**src/design/sas_pkg.sv**
```systemverilog
// ----------------------------------------------------------------------------
// sas_pkg
// Types, constants and codes shared by the amplitude statistics block.
// ----------------------------------------------------------------------------
package sas_pkg;

  localparam int MAX_BARS_DEF    = 256;
  localparam int SAMPLE_BITS_DEF = 16;

  localparam int WSUM_W  = 48;
  localparam int WSQ_W   = 64;
  localparam int WCNT_W  = 32;
  localparam int BSUM_W  = 40;
  localparam int BCNT_W  = 24;
  localparam int DIVD_W  = 64;
  localparam int DIVS_W  = 32;
  localparam int ROOT_W  = 32;

  typedef struct packed {
    logic [15:0] sample;
    logic        last_of_bar;
    logic        last_of_window;
  } in_item_t;

  typedef struct packed {
    logic        kind;
    logic [7:0]  bar_number;
    logic [15:0] bar_average;
    logic [15:0] window_mean;
    logic [15:0] window_std_dev;
    logic [15:0] window_min;
    logic [15:0] window_max;
    logic        last;
  } out_item_t;

  localparam logic KIND_BAR    = 1'b0;
  localparam logic KIND_WINDOW = 1'b1;

  typedef enum logic [1:0] {
    DIV_BAR,
    DIV_MEAN,
    DIV_CEIL,
    DIV_VAR
  } div_sel_t;

  typedef enum logic [3:0] {
    ST_IDLE,
    ST_BAR_GO,
    ST_BAR_WAIT,
    ST_BAR_OUT,
    ST_MEAN_GO,
    ST_MEAN_WAIT,
    ST_MUL_LO,
    ST_MUL_HI,
    ST_MUL_RR,
    ST_CEIL_GO,
    ST_CEIL_WAIT,
    ST_VAR_GO,
    ST_VAR_WAIT,
    ST_SQRT_GO,
    ST_SQRT_WAIT,
    ST_WIN_OUT
  } ctrl_state_t;

  typedef struct packed {
    logic     acc;
    logic     div_start;
    div_sel_t div_sel;
    logic     mul_lo;
    logic     mul_hi;
    logic     mul_rr;
    logic     var_zero;
    logic     sqrt_start;
    logic     load_bar;
    logic     bar_last;
    logic     load_win;
  } cmd_t;

  typedef struct packed {
    logic div_done;
    logic sqrt_done;
    logic d_lt_c;
    logic out_free;
  } sts_t;

  function automatic logic [15:0] clamp16(input logic [63:0] v);
    clamp16 = (v > 64'hFFFF) ? 16'hFFFF : v[15:0];
  endfunction

endpackage

```
**src/design/sas_ctrl.sv**
```systemverilog
// ----------------------------------------------------------------------------
// sas_ctrl
// Sequencer: accepts samples, then steps the datapath through bar and window ends.
// ----------------------------------------------------------------------------
module sas_ctrl (
  input  logic          clk,
  input  logic          rst_n,
  input  logic          in_valid,
  input  logic          ends_bar,
  input  logic          ends_window,
  output logic          in_ready,
  input  sas_pkg::sts_t sts,
  output sas_pkg::cmd_t cmd
);
  import sas_pkg::*;

  ctrl_state_t state_r, state_nxt;
  logic        win_r, win_nxt;
  logic        accept;

  assign in_ready = (state_r == ST_IDLE);
  assign accept   = in_valid && in_ready;

  always_ff @(posedge clk) begin
    if (!rst_n) begin
      state_r <= ST_IDLE;
      win_r   <= 1'b0;
    end else begin
      state_r <= state_nxt;
      win_r   <= win_nxt;
    end
  end

  assign win_nxt = accept ? ends_window : win_r;

  always_comb begin
    state_nxt = state_r;
    unique case (state_r)
      ST_IDLE:      if (accept && (ends_bar || ends_window)) state_nxt = ST_BAR_GO;
      ST_BAR_GO:    state_nxt = ST_BAR_WAIT;
      ST_BAR_WAIT:  if (sts.div_done) state_nxt = ST_BAR_OUT;
      ST_BAR_OUT:   if (sts.out_free) state_nxt = win_r ? ST_MEAN_GO : ST_IDLE;
      ST_MEAN_GO:   state_nxt = ST_MEAN_WAIT;
      ST_MEAN_WAIT: if (sts.div_done) state_nxt = ST_MUL_LO;
      ST_MUL_LO:    state_nxt = ST_MUL_HI;
      ST_MUL_HI:    state_nxt = ST_MUL_RR;
      ST_MUL_RR:    state_nxt = ST_CEIL_GO;
      ST_CEIL_GO:   state_nxt = ST_CEIL_WAIT;
      ST_CEIL_WAIT: if (sts.div_done) state_nxt = ST_VAR_GO;
      ST_VAR_GO:    state_nxt = sts.d_lt_c ? ST_SQRT_GO : ST_VAR_WAIT;
      ST_VAR_WAIT:  if (sts.div_done) state_nxt = ST_SQRT_GO;
      ST_SQRT_GO:   state_nxt = ST_SQRT_WAIT;
      ST_SQRT_WAIT: if (sts.sqrt_done) state_nxt = ST_WIN_OUT;
      ST_WIN_OUT:   if (sts.out_free) state_nxt = ST_IDLE;
      default:      state_nxt = ST_IDLE;
    endcase
  end

  always_comb begin
    cmd         = '0;
    cmd.div_sel = DIV_BAR;
    cmd.acc     = accept;
    unique case (state_r)
      ST_BAR_GO: begin
        cmd.div_start = 1'b1;
        cmd.div_sel   = DIV_BAR;
      end
      ST_BAR_OUT: begin
        cmd.load_bar = sts.out_free;
        // a window end follows the bar result with a second one
        cmd.bar_last = !win_r;
      end
      ST_MEAN_GO: begin
        cmd.div_start = 1'b1;
        cmd.div_sel   = DIV_MEAN;
      end
      ST_MUL_LO:   cmd.mul_lo = 1'b1;
      ST_MUL_HI:   cmd.mul_hi = 1'b1;
      ST_MUL_RR:   cmd.mul_rr = 1'b1;
      ST_CEIL_GO: begin
        cmd.div_start = 1'b1;
        cmd.div_sel   = DIV_CEIL;
      end
      ST_VAR_GO: begin
        // deviation below the rounding term floors to zero
        cmd.var_zero  = sts.d_lt_c;
        cmd.div_start = !sts.d_lt_c;
        cmd.div_sel   = DIV_VAR;
      end
      ST_SQRT_GO:  cmd.sqrt_start = 1'b1;
      ST_WIN_OUT:  cmd.load_win = sts.out_free;
      default: begin
      end
    endcase
  end

  a_bar_end_starts: assert property (@(posedge clk) disable iff (!rst_n)
    (accept && (ends_bar || ends_window)) |=> state_r == ST_BAR_GO)
    else $error("bar end not followed by division");
  a_load_needs_room: assert property (@(posedge clk) disable iff (!rst_n)
    (cmd.load_bar || cmd.load_win) |-> sts.out_free)
    else $error("result loaded over a waiting one");
  a_win_only_flagged: assert property (@(posedge clk) disable iff (!rst_n)
    (state_r == ST_MEAN_GO) |-> win_r)
    else $error("window statistics without window end");

endmodule

```
**config.mk**
```make
export PLATFORM = sky130hd
export DESIGN_NAME = sas_ctrl
export DESIGN_NICKNAME = d
export VERILOG_FILES = /design/src/design/sas_pkg.sv /design/src/design/sas_ctrl.sv
export SDC_FILE = /design/constraint.sdc
export NUM_CORES = 1
export LEC_CHECK = 0
export ABC_CLOCK_PERIOD_IN_PS = 2200
export CORE_AREA = 5 5 42 44
export CTS_CLUSTER_DIAMETER = 200
export DETAILED_ROUTE_END_ITERATION = 10
export DIE_AREA = 0 0 47 49
export DONT_BUFFER_PORTS = 1
export GPL_TIMING_DRIVEN = 1
export HOLD_SLACK_MARGIN = 0.05
export MAX_ROUTING_LAYER = met4
export PLACE_DENSITY = 0.51
export SYNTH_ARGS = -nofsm -noshare
export SYNTH_HDL_FRONTEND = slang
export SYNTH_SLANG_ARGS = --single-unit
```
**constraint.sdc**
```tcl
create_clock -name clk -period 2.2 [get_ports clk]
set_input_delay 0.11 -clock clk [delete_from_list [all_inputs] [get_ports clk]]
set_output_delay 0.11 -clock clk [all_outputs]
set_load 0.01 [all_outputs]
```
==> summary.md <==
| Metric | Value |
|---|---|
| DR WL met3 | `55 um` |
| Clock sink total | `5` |
| Post-CTS Resized | `0` |
| Most used DFF post-synth | `sky130_fd_sc_hd__dfxtp_1` |
| Clock Skew | `0.00744 ns` |
| DR DRC count | `0` |
| Multi-input gate area | `280 um^2` |
| Routability-driven placement congestion ratio | `0.670` |
| Initial antenna violation count | `0` |
| Starting utilization of the core area | `31.7%` |
| Total CTS buffers | `3` |
| Required time of the critical path | `2.09 ns` |
| Grt ovf | `0` |
| Latest clock arrival within the worst-skew pair | `around 0.24 ns` |
| Nature of the critical path startpoint | `register` |
| Number of optimization iterations in the first detailed-route pass | `4` |
| Top cell type's share of synthesized area | `22.5%` |
| Setup_tns | `0 ns` |
| Via count of the first global-routing pass | `409` |
| Clock H-tree levels | `1` |
| Transition time at the pin with the least slew margin | `0.535 ns` |
| Antenna Nets Post-Route | `0` |
| Port Buffer Count | `0` |
| Sequential cell area fraction in the yosys report | `22.5%` |
| Detail Placement HPWL | `833 um` |
| Post-synth top area cell | `sky130_fd_sc_hd__dfxtp_1` |
| Synthesized instance count | `between 50 and 60` |
| Async set or reset register ratio after synthesis | `0%` |
| Startpoint of the tightest hold check path | `ends_window` |
| Filler cells | `168` |
| Worst-case headroom to the max-slew limit | `approximately 64%` |
| Vias | `420` |
| Routed len/inst | `approximately 14 um` |
| Proportion of layout cells with a drive suffix above 1 | `between 10% and 20%` |
| Detailed-routed wire length on met2 | `slightly below 600 um` |
| Area Overhead vs Synth | `5.92%` |
| Minimum setup slack among reg-to-reg paths | `0.57 ns` |
| Worst min path class | `in -> reg` |
| RSZ-0062 raised after global routing | `false` |
| Synth warn | `0` |
| Die width | `47 um` |
| Critical R2R Launch | `state_r[1]` |
| Max-cap violations | `0` |
| Number of unique standard cell types used by synthesis | `33` |
| Final non-filler cell area | `470 um^2` |
| Hold Vio Cnt, Final | `0` |
| Area of placed instances | `434 um^2` |
| Net count of the finished layout | `69` |
| Top post-synthesis cells by area | `sky130_fd_sc_hd__dfxtp_1, sky130_fd_sc_hd__clkbuf_8, sky130_fd_sc_hd__nor3_1, sky130_fd_sc_hd__o21ai_0, sky130_fd_sc_hd__inv_1` |
| Net count of the mapped netlist | `66` |
| Synthesized area divided by synthesized cell count | `7.79 um^2` |
| Clock Tree Root | `sky130_fd_sc_hd__clkbuf_4` |
| Number of diodes added for antenna fixing | `0` |
| First-pass GRT wire length | `1.75 mm` |
| Highest clock frequency the design can meet | `0.577 GHz` |
| Ratio of final minimum period to clock period | `about four fifths` |
| Setup crit start | `state_r[2]` |
| Peak ir drop on the vdd network | `0.325 mV` |
| Post-route minimum period | `1.73 ns` |
| Cell Pwr Density | `approximately 710 nW/um^2` |
| Floorplan core area | `1400 um^2` |
| Highest net fanout along the worst path | `13` |
| Worst endpoint data arrival time | `1.62 ns` |
| Max Used Layer | `met4` |
| Number of rows created at floorplan | `14` |
| Maximum number of pins on one net before global-route repair | `16` |
| Power, Total | `0.000336 W` |
| Number of violations reported at the end of detailed-routing iteration 0 | `11` |
| Element type at the critical path end | `output pin` |
| Die H | `49 um` |
| Deepest clock path buffer count | `2` |
| Status | `complete, no violations` |
| Area of the die | `2300 um^2` |
| Cell Area, Synth | `444 um^2` |
| Leakage dissipation | `0.152 nW` |
| M1 wire length | `426 um` |
| Total wire length after detailed routing | `1.07 mm` |
| I/O pin total | `22` |
| Post-route core utilization | `33.6%` |
| Clock tree from TritonCTS | `done` |
| Overall track demand over capacity in global routing | `between 10% and 20%` |
| Area taken by flip-flops and latches | `100 um^2` |
| Finish-stage setup viols | `0` |
| Yosys reg bits | `5` |
| EDFF count, synth | `0` |
| Crit path kind | `reg -> out` |
| CTS clock-pin slew for the worst setup and hold paths | `0.05 ns` |
| Via density | `~5.6` |
| Slew Viols, Final | `0` |
==> area by class of cell <==
cell class                      count  area share, %
Sequential cell                     5           21.3
Clock buffer                        4           5.59
Timing Repair Buffer                3           5.32
Inverter                            5           3.99
Tap cell                           16           4.26
Multi-Input combinational cell     42           59.6
==> sequential cells by signal, summed over array words and instances (netlist names) <==
register and count:
win_r 1, state_r 4
==> logic make-up (layout without fill, tap and decap cells) <==
family                 after synthesis  after routing  share of synthesized area [%]
multiplexers                         2              2                           4.79
buffers and inverters               10             12                           14.4
AND/OR/NAND/NOR                     25             25                           32.1
XOR/XNOR                             1              1                           1.97
flip-flops                           5              5                           22.5
AO/OA/AOI/OAI                       14             14                           24.2
==> cells in the mapped netlist, types with 2 or more instances <==
cell / n
sky130_fd_sc_hd__dfxtp_1: 5
sky130_fd_sc_hd__inv_1: 5
sky130_fd_sc_hd__nor3_1: 5
sky130_fd_sc_hd__o21ai_0: 4
sky130_fd_sc_hd__nand2_1: 3
sky130_fd_sc_hd__nand3_1: 3
sky130_fd_sc_hd__nor2_1: 3
sky130_fd_sc_hd__buf_2: 2
sky130_fd_sc_hd__clkbuf_8: 2
sky130_fd_sc_hd__nor4_1: 2
==> stage by stage <==
step / setup slack [ns] / hold WS (ns) / instances
after floorplan: 0.759 / 0.227 / 57
after global placement: 0.605 / 0.233 / 70
after detailed placement: 0.581 / 0.238 / 70
after CTS: 0.453 / 0.0573 / 75
after global routing: 0.345 / 0.0584 / 75
final: 0.466 / 0.0595 / 75
==> report_power, final <==
| group | total, W | internal, W | switching, W | leakage, nW |
|---|---|---|---|---|
| sequential | 0.000137 | 0.000103 | 0.0000347 | 0.0409 |
| clock | 0.000103 | 0.0000684 | 0.0000350 | 0.0150 |
| combinational | 0.0000953 | 0.0000460 | 0.0000493 | 0.0959 |
==> metal layers <==
metal / vias up / GRT usage, %
met2: 10 / 17.0
met4: 0 / 6.45
met3: 2 / 5.17
met5: - / -
li1: 216 / -
met1: 192 / 10.4
==> layout by cell type (no fill, tap or decap), types with 2 or more instances in the layout <==
| master | instances |
|---|---|
| sky130_fd_sc_hd__o21ai_0 | 4 |
| sky130_fd_sc_hd__dfxtp_1 | 5 |
| sky130_fd_sc_hd__nor4_1 | 2 |
| sky130_fd_sc_hd__nor2_1 | 3 |
| sky130_fd_sc_hd__buf_4 | 2 |
| sky130_fd_sc_hd__nand3_1 | 3 |
| sky130_fd_sc_hd__clkbuf_4 | 3 |
| sky130_fd_sc_hd__inv_1 | 5 |
| sky130_fd_sc_hd__nor3_1 | 5 |
| sky130_fd_sc_hd__nand2_1 | 3 |
==> critical path, cell delays in order (launching register included) <==
cell                      delay [ns]
sky130_fd_sc_hd__dfxtp_1        0.51
sky130_fd_sc_hd__inv_1          0.15
sky130_fd_sc_hd__or4_1          0.55
sky130_fd_sc_hd__o21ai_0        0.17
==> what timing repair did <==
| item | CTS | global route |
|---|---|---|
| hold buffers | 1 | 0 |
| setup buffers | 0 | 0 |
| hold endpoints to repair | 5 | 0 |
==> path summary, 6_finish.rpt <==
kind                                    to  cells past startpoint
worst max register to register  state_r[0]                      4
worst max-delay path                cmd[8]                      3
worst min register to register       win_r                      2
worst min-delay path                 win_r                      2
(Power assumes the default switching activity.)
